<file path="src/rtl/sprite_table_dma_engine_assert.svh">
// Assertion macros shared by the sprite-table DMA engine RTL.
`ifndef SPRITE_TABLE_DMA_ENGINE_ASSERT_SVH
`define SPRITE_TABLE_DMA_ENGINE_ASSERT_SVH

// Same-cycle implication, clocked on clk, off while rst_n is low.
`define STDMA_ASSERT_NOW(lbl, ante, cons) \
  lbl: assert property (@(posedge clk) disable iff (!rst_n) (ante) |-> (cons)) \
    else $error("stdma same-cycle check failed");

// Next-cycle implication, clocked on clk, off while rst_n is low.
`define STDMA_ASSERT_NEXT(lbl, ante, cons) \
  lbl: assert property (@(posedge clk) disable iff (!rst_n) (ante) |=> (cons)) \
    else $error("stdma next-cycle check failed");

`endif

</file>
<file path="src/rtl/stdma_pkg.sv">
// Types and constants of the sprite-table DMA engine.
package stdma_pkg;

  localparam int unsigned ADDR_W   = 16;
  localparam int unsigned BYTE_W   = 8;
  localparam int unsigned DELAY_W  = 3;
  localparam int unsigned IN_DATA_W  = 24;
  localparam int unsigned OUT_DATA_W = 48;

  localparam logic [BYTE_W-1:0] HIGH_PAGE_MASK = 8'hDF;

  typedef enum logic [1:0] {
    PH_IDLE  = 2'd0,
    PH_PREP  = 2'd1,
    PH_FLUSH = 2'd2
  } stdma_phase_t;

  typedef enum logic {
    FUNC_TICK  = 1'b0,
    FUNC_START = 1'b1
  } stdma_func_t;

  typedef struct packed {
    stdma_func_t        func;
    logic [BYTE_W-1:0]  value;
    logic               hdma_blocking;
    logic [BYTE_W-1:0]  read_data;
  } stdma_in_t;

  typedef struct packed {
    logic               read_req;
    logic [ADDR_W-1:0]  read_addr;
    logic               oam_req;
    logic [ADDR_W-1:0]  oam_addr;
    logic               write_valid;
    logic [BYTE_W-1:0]  write_data;
    logic               bus_acquire;
    logic               bus_release;
    logic               busy_res;
  } stdma_out_t;

endpackage

</file>
<file path="src/rtl/stdma_core.sv">
// Transfer state and per-request step logic of the sprite-table DMA engine.
`include "sprite_table_dma_engine_assert.svh"

module stdma_core #(
  parameter int unsigned TABLE_BYTES = 160,
  parameter int unsigned TABLE_BASE  = 65024,
  parameter int unsigned START_TICKS = 4
) (
  input  logic                 clk,
  input  logic                 rst_n,
  input  logic                 step_en,
  input  stdma_pkg::stdma_in_t  item,
  output stdma_pkg::stdma_out_t result
);
  import stdma_pkg::*;

  localparam logic [BYTE_W-1:0]  TABLE_LEN   = BYTE_W'(TABLE_BYTES);
  localparam logic [ADDR_W-1:0]  BASE_ADDR   = ADDR_W'(TABLE_BASE);
  localparam logic [DELAY_W-1:0] DELAY_INIT  = DELAY_W'(START_TICKS);

  logic [DELAY_W-1:0] delay_r, delay_nxt;
  logic [BYTE_W-1:0]  pend_r, pend_nxt;
  stdma_phase_t       phase_r, phase_nxt;
  logic [BYTE_W-1:0]  src_r, src_nxt;
  logic [BYTE_W-1:0]  cur_r, cur_nxt;

  stdma_phase_t       ph_now;
  logic [BYTE_W-1:0]  src_now;
  logic [BYTE_W-1:0]  cur_now;

  always_comb begin
    delay_nxt = delay_r;
    pend_nxt  = pend_r;
    phase_nxt = phase_r;
    src_nxt   = src_r;
    cur_nxt   = cur_r;
    ph_now    = phase_r;
    src_now   = src_r;
    cur_now   = cur_r;
    result    = '0;
    if (item.func == FUNC_START) begin
      pend_nxt  = (item.value[7:5] == 3'b111) ? (item.value & HIGH_PAGE_MASK) : item.value;
      delay_nxt = DELAY_INIT;
    end else begin
      if (delay_r != '0) begin
        delay_nxt = delay_r - DELAY_W'(1);
        if (delay_r == DELAY_W'(1)) begin
          result.bus_acquire = 1'b1;
          ph_now  = PH_PREP;
          src_now = pend_r;
          cur_now = '0;
        end
      end
      src_nxt = src_now;
      cur_nxt = cur_now;
      unique case (ph_now)
        PH_PREP: begin
          if (cur_now < TABLE_LEN) begin
            if (!item.hdma_blocking) begin
              result.read_req  = 1'b1;
              result.read_addr = {src_now, cur_now};
              result.oam_req   = 1'b1;
              result.oam_addr  = BASE_ADDR + {{(ADDR_W-BYTE_W){1'b0}}, cur_now};
            end
            phase_nxt = PH_FLUSH;
          end else begin
            result.bus_release = 1'b1;
            phase_nxt = PH_IDLE;
          end
        end
        PH_FLUSH: begin
          if (!item.hdma_blocking) begin
            result.write_valid = 1'b1;
            result.write_data  = item.read_data;
          end
          cur_nxt   = cur_now + BYTE_W'(1);
          phase_nxt = PH_PREP;
        end
        default: begin
          phase_nxt = PH_IDLE;
        end
      endcase
    end
    result.busy_res = (phase_nxt == PH_PREP) || (phase_nxt == PH_FLUSH);
  end

  always_ff @(posedge clk) begin
    if (!rst_n) begin
      delay_r <= '0;
      pend_r  <= '0;
      phase_r <= PH_IDLE;
      src_r   <= '0;
      cur_r   <= '0;
    end else if (step_en) begin
      delay_r <= delay_nxt;
      pend_r  <= pend_nxt;
      phase_r <= phase_nxt;
      src_r   <= src_nxt;
      cur_r   <= cur_nxt;
    end
  end

  `STDMA_ASSERT_NOW(a_cursor_bound, 1'b1, cur_r <= TABLE_LEN)
  `STDMA_ASSERT_NEXT(a_acquire_prep, step_en && result.bus_acquire,
                     (phase_r == PH_FLUSH || phase_r == PH_IDLE) && cur_r == '0)
  `STDMA_ASSERT_NEXT(a_release_idle, step_en && result.bus_release, phase_r == PH_IDLE)
  `STDMA_ASSERT_NEXT(a_start_holds, step_en && item.func == FUNC_START,
                     $stable(phase_r) && $stable(cur_r) && delay_r == DELAY_INIT)

endmodule

</file>
<file path="src/rtl/sprite_table_dma_engine.sv">
// Top level of the sprite-table DMA engine: request and result registers around the step core.
//
//  channel | dir | handshake            | payload
//  in_     | in  | in_tvalid/in_tready   | in_tdata, in_tuser (func)
//  out_    | out | out_tvalid/out_tready | out_tdata
//
//  One request per cycle sustained while out_tready is high; results pass both registers.
//  The step logic is one pass from the request register into the result register.
//  rst_n is synchronous, active low, and idles both registers and the transfer state.
//  A stalled result holds the request register; a new request is taken as the result leaves.
`include "sprite_table_dma_engine_assert.svh"

module sprite_table_dma_engine #(
  parameter int unsigned TABLE_BYTES = 160,
  parameter int unsigned TABLE_BASE  = 65024,
  parameter int unsigned START_TICKS = 4
) (
  input  logic        clk,
  input  logic        rst_n,
  input  logic        in_tvalid,
  output logic        in_tready,
  // [7:0] value, [8] hdma_blocking, [16:9] read_data, [23:17] zero
  input  logic [stdma_pkg::IN_DATA_W-1:0] in_tdata,
  // [0] func
  input  logic [0:0]  in_tuser,
  output logic        out_tvalid,
  input  logic        out_tready,
  // [0] read_req, [16:1] read_addr, [17] oam_req, [33:18] oam_addr, [34] write_valid,
  // [42:35] write_data, [43] bus_acquire, [44] bus_release, [45] busy_res, [47:46] zero
  output logic [stdma_pkg::OUT_DATA_W-1:0] out_tdata
);
  import stdma_pkg::*;

  logic       in_valid_r;
  stdma_in_t  in_item_r;
  logic       out_valid_r;
  stdma_out_t out_item_r;
  stdma_out_t step_res;
  logic       advance;
  logic       in_take;

  assign advance   = in_valid_r && (!out_valid_r || out_tready);
  assign in_tready = !in_valid_r || advance;
  assign in_take   = in_tvalid && in_tready;

  stdma_core #(
    .TABLE_BYTES (TABLE_BYTES),
    .TABLE_BASE  (TABLE_BASE),
    .START_TICKS (START_TICKS)
  ) u_core (
    .clk     (clk),
    .rst_n   (rst_n),
    .step_en (advance),
    .item    (in_item_r),
    .result  (step_res)
  );

  always_ff @(posedge clk) begin
    if (!rst_n) begin
      in_valid_r  <= 1'b0;
      out_valid_r <= 1'b0;
    end else begin
      if (in_tready) begin
        in_valid_r <= in_tvalid;
      end
      if (advance) begin
        out_valid_r <= 1'b1;
      end else if (out_tready) begin
        out_valid_r <= 1'b0;
      end
    end
  end

  always_ff @(posedge clk) begin
    if (in_take) begin
      in_item_r.func          <= stdma_func_t'(in_tuser[0]);
      in_item_r.value         <= in_tdata[7:0];
      in_item_r.hdma_blocking <= in_tdata[8];
      in_item_r.read_data     <= in_tdata[16:9];
    end
    if (advance) begin
      out_item_r <= step_res;
    end
  end

  assign out_tvalid = out_valid_r;
  assign out_tdata  = {2'b00,
                       out_item_r.busy_res,
                       out_item_r.bus_release,
                       out_item_r.bus_acquire,
                       out_item_r.write_data,
                       out_item_r.write_valid,
                       out_item_r.oam_addr,
                       out_item_r.oam_req,
                       out_item_r.read_addr,
                       out_item_r.read_req};

  `STDMA_ASSERT_NEXT(a_stall_keeps_request, in_valid_r && !advance, in_valid_r)
  `STDMA_ASSERT_NEXT(a_advance_fills_out, advance, out_valid_r)
  `STDMA_ASSERT_NOW(a_no_overwrite, advance && out_valid_r, out_tready)

endmodule

</file>
<file path="config.mk">
export PLATFORM = sky130hd
export DESIGN_NAME = sprite_table_dma_engine
export DESIGN_NICKNAME = d
export VERILOG_FILES = /design/src/rtl/stdma_pkg.sv /design/src/rtl/stdma_core.sv /design/src/rtl/sprite_table_dma_engine.sv
export VERILOG_INCLUDE_DIRS = /design/src /design/src/rtl
export SDC_FILE = /design/constraint.sdc
export NUM_CORES = 1
export LEC_CHECK = 0
export ABC_AREA = 1
export ABC_CLOCK_PERIOD_IN_PS = 2900
export BUFFER_PORTS_ARGS = -buffer_cell sky130_fd_sc_hd__clkbuf_2
export CORE_MARGIN = 2
export CORE_UTILIZATION = 36
export CTS_CLUSTER_DIAMETER = 30
export DETAILED_ROUTE_END_ITERATION = 8
export SYNTH_ARGS = -nofsm -noshare
export SYNTH_HDL_FRONTEND = slang
export SYNTH_SLANG_ARGS = --single-unit
</file>
<file path="constraint.sdc">
create_clock -name clk -period 2.9 [get_ports clk]
set_input_delay 0.145 -clock clk [delete_from_list [all_inputs] [get_ports clk]]
set_output_delay 0.145 -clock clk [all_outputs]
set_load 0.01 [all_outputs]
</file>
==> flow_summary.yaml <==
sta:
  min_period_over_period_pct: 81.83
  setup_viol: 0
  finalHoldViolCount: 0
  clock_skew_ns: 0.009695
  tightest_slew_ns: 0.6977
  final_max_slew_viol_count: 0
  fin_setup_tns_ns: 0
  rsz0062_at_grt: "no"
  timing.slew.headroom_pct: 53.43
  fmax_ghz: 0.4214
  min_period_ns: 2.373
clock_network:
  htree_levels: 3
  cts_tree: "done"
  clk_latency_ns: 0.34
  post_cts_buffers: 0
  path_clk_slew_ns: 0.08
  clk_path_buf_depth: 2
  cts.sinks: 79
  cts_buffers: 9
  cts_root_buf: "clkbuf_8"
logic_synthesis:
  yosysSeqAreaShare_pct: 60.68
  synthCells: 333
  synth_top_cell_by_area: "edfxtp_1"
  syn_area_per_cell_um2: 10.20
  synth.distinct_cells: 35
  syn_area_um2: 3398
  yosysTopAreaCellShare_pct: 42.42
  ys_top_cells_by_area: "edfxtp_1, dfxtp_1, nand2_1"
  yosysWarnings: 0
  synth_seq_cells: 79
placement:
  gp_congestion: 0.8476
  dpl-instance-area_um2: 3684
  dp_hpwl_mm: 4.202
  portBuffers: 68
  dpl.cell_count: 488
detailed_routing:
  firstDrtPassIters: 4
  detail-route-antenna-nets: 0
  wl_met3_um: 474
  routed.top_layer: "met4"
  avgViaCountPerCell: 4.527
  m1WireLength_mm: 2.874
  dr_total_vias: 2363
  met2_length_mm: 2.883
  drt_iter0_drc: 88
  wl_per_cell_um: 12.13
  drc_errors: 0
  routed_wirelength_mm: 6.333
finish:
  final_layout_size_suffix_gt1_share_pct: 24.33
  final_net_count: 441
  instances_no_fill: 522
  area_growth_pct: 18.56
  n_antenna_cell: 0
  stdcell_area_um2: 4029
setup_path:
  reg2reg_depth: 12
  cp-end-kind: "register"
  cp_top_family: "simple AND/OR/NAND/NOR gates"
  slowest_delay_ns: 0.35
  crit_arrival_ns: 2.55
  worstPathCellList: "inv_1 -> ha_1 -> nor2_2 -> nand2_4 -> inv_4 -> nor2_1 -> inv_1 -> ha_1 -> inv_1 -> nor2_1 -> nand3_4 -> nor3_1"
  r2r_end: "out_tdata[1]$_SDFFCE_PP0P_"
  reg2reg_slack_ns: 0.53
  worstSetupStartpointType: "register"
  path_buf_inv: 4
  cpMostUsedCell: "inv_1"
  crit_required_ns: 3.07
  critical_path_class: "reg -> reg"
  cp_slowest_cell: "dfxtp_1"
  rr_startpoint: "u_core.delay_r[0]$_SDFFE_PN0P_"
  cp_max_fo: 18
pwr:
  vdd_drop_max_mv: 0.3871
  p_leak_uw: 0.001655
  p_per_area_nw_per_um2: 519.7
global_routing:
  grt_start_max_net_pins: 22
  gr-usage-all-layers_pct: 13.36
  grt_pass1_vias: 2261
  antenna_found_initial: 0
  grt_first_pass_wirelength_mm: 10.43
  grt_overflow: 0
floorplan:
  initial_core_util_pct: 36.95
  die_h_um: 101.2
  num_rows: 35
  io_pins: 79
  die_area_um2: 10230
  fp.dieW_um: 101.2
  coreArea_um2: 9196
worst_hold_path:
  worstHoldStart: "in_tvalid"
  holdPathEnd: "in_valid_r$_SDFFE_PN0N_"
  worstHoldPathCells: 3
  hp-class: "in -> reg"
job:
  cap_violations: 0
status:
  status: "complete, no violations"
-- worst max path at each step --
stage,start,endpoint,depth (start not counted)
after floorplan,u_core.delay_r[0]$_SDFFE_PN0P_,out_tdata[13]$_SDFFCE_PP0P_,14
after global placement,u_core.delay_r[0]$_SDFFE_PN0P_,out_tdata[1]$_SDFFCE_PP0P_,12
after detailed placement,u_core.delay_r[0]$_SDFFE_PN0P_,out_tdata[7]$_SDFFCE_PP0P_,12
after CTS,u_core.delay_r[0]$_SDFFE_PN0P_,out_tdata[7]$_SDFFCE_PP0P_,12
after global routing,u_core.delay_r[0]$_SDFFE_PN0P_,out_tdata[7]$_SDFFCE_PP0P_,12
final,u_core.delay_r[0]$_SDFFE_PN0P_,out_tdata[1]$_SDFFCE_PP0P_,12
-- tightest hold or removal path, delay by kind of cell --
kind            cells  cell delay [ns]
compound gates      1             0.06
buf+inv             1             0.08
simple gates        1             0.08
-- cell usage after synthesis, drive strengths merged --
| library cell | n |
|---|---|
| nor2 | 44 |
| inv | 47 |
| clkinv | 1 |
| nand3b | 1 |
| o22ai | 1 |
| edfxtp | 48 |
| ha | 6 |
| a211oi | 9 |
| buf | 26 |
| nor3 | 5 |
| conb | 1 |
| o21ai | 14 |
| dfxtp | 31 |
| a21oi | 26 |
| a31oi | 1 |
| clkbuf | 1 |
| nand3 | 13 |
| nand2 | 54 |
| nand4 | 2 |
| o211a | 1 |
| a22oi | 1 |
-- metrics by stage --
step           hold WS [ns]  util [%]  total power [uW]  setup slack, ns
6_report            0.05687     43.81              2094           0.5269
5_1_grt             0.04505     43.81              2174           0.2905
4_1_cts             0.04540     43.81              2120           0.5022
3_5_place_dp         0.3236     40.05              1399           0.5547
3_3_place_gp         0.3230     40.05              1396           0.6023
2_1_floorplan        0.2439         -              1357           0.8179
-- state kept, by name (all words and copies together), names as in the netlist --
signal and flops:
in_valid_r 1, u_core.cur_r 8, u_core.pend_r 8, u_core.phase_r 2
out_tvalid 1, out_tdata 30, u_core.src_r 8, in_item_r 18
u_core.delay_r 3
-- cell families after synthesis --
| kind of cell | after synthesis | share of synthesized area, % |
|---|---|---|
| AND/OR/NAND/NOR | 119 | 15.68 |
| flip-flops | 79 | 60.68 |
| buffers and inverters | 75 | 11.60 |
| AO/OA/AOI/OAI | 53 | 9.721 |
| adder cells (fa/ha/maj) | 6 | 2.209 |
| other | 1 | 0.1104 |
-- placed cells by master (no fill, tap or decap) --
master         count
nand4_1            2
a22oi_1            1
clkinvlp_4         1
nand3b_1           1
nor2_1            38
clkbuf_8          10
inv_2              1
nand3_1           11
nor3_1             5
nor2_2             5
a211oi_2           2
clkbuf_2          68
inv_1             44
inv_4              2
o21ai_0           13
a21oi_2            3
nand2_1           52
o21ai_4            1
nand3_4            2
dlygate4sd3_1     18
clkbuf_1           1
o211a_1            1
edfxtp_1          48
nor2_4             1
o22ai_1            1
clkinv_2           1
a31oi_1            1
clkinv_1           4
a21oi_1           23
conb_1             3
a211oi_1           7
dfxtp_1           31
nand2_2            1
buf_4              1
nand2_4            1
ha_1               6
-- power breakdown --
group / leakage, uW / total (uW) / internal, uW / switching (uW)
clock network: 0.0000818 / 702 / 325 / 377
registers: 0.000714 / 1250 / 1230 / 18.8
logic: 0.000859 / 142 / 57.5 / 84.0
total: 0.00165 / 2090 / 1610 / 480
-- per-layer routing --
metal | GRT usage [%] | vias up
met4 | 4.990 | 0
met2 | 21.24 | 81
li1 | - | 1220
met5 | 0 | -
met1 | 16.50 | 1053
met3 | 5.245 | 9
-- timing repair --
action                                  CTS  global route
hold buffers                             18             0
endpoints found under the setup margin    0             0
gates resized for setup                   0             0
endpoints found under the hold margin    18             0
-- cell type report --
type / count / area (um2)
Timing Repair Buffer: 87 / 528.0
Inverter: 48 / 185.2
Fill cell: 871 / 5167
Clock buffer: 11 / 141.4
Sequential cell: 79 / 2062
Tap cell: 111 / 138.9
Clock inverter: 5 / 23.77
Multi-Input combinational cell: 181 / 949.7
Note: power is estimated with default switching activity, not from simulation.
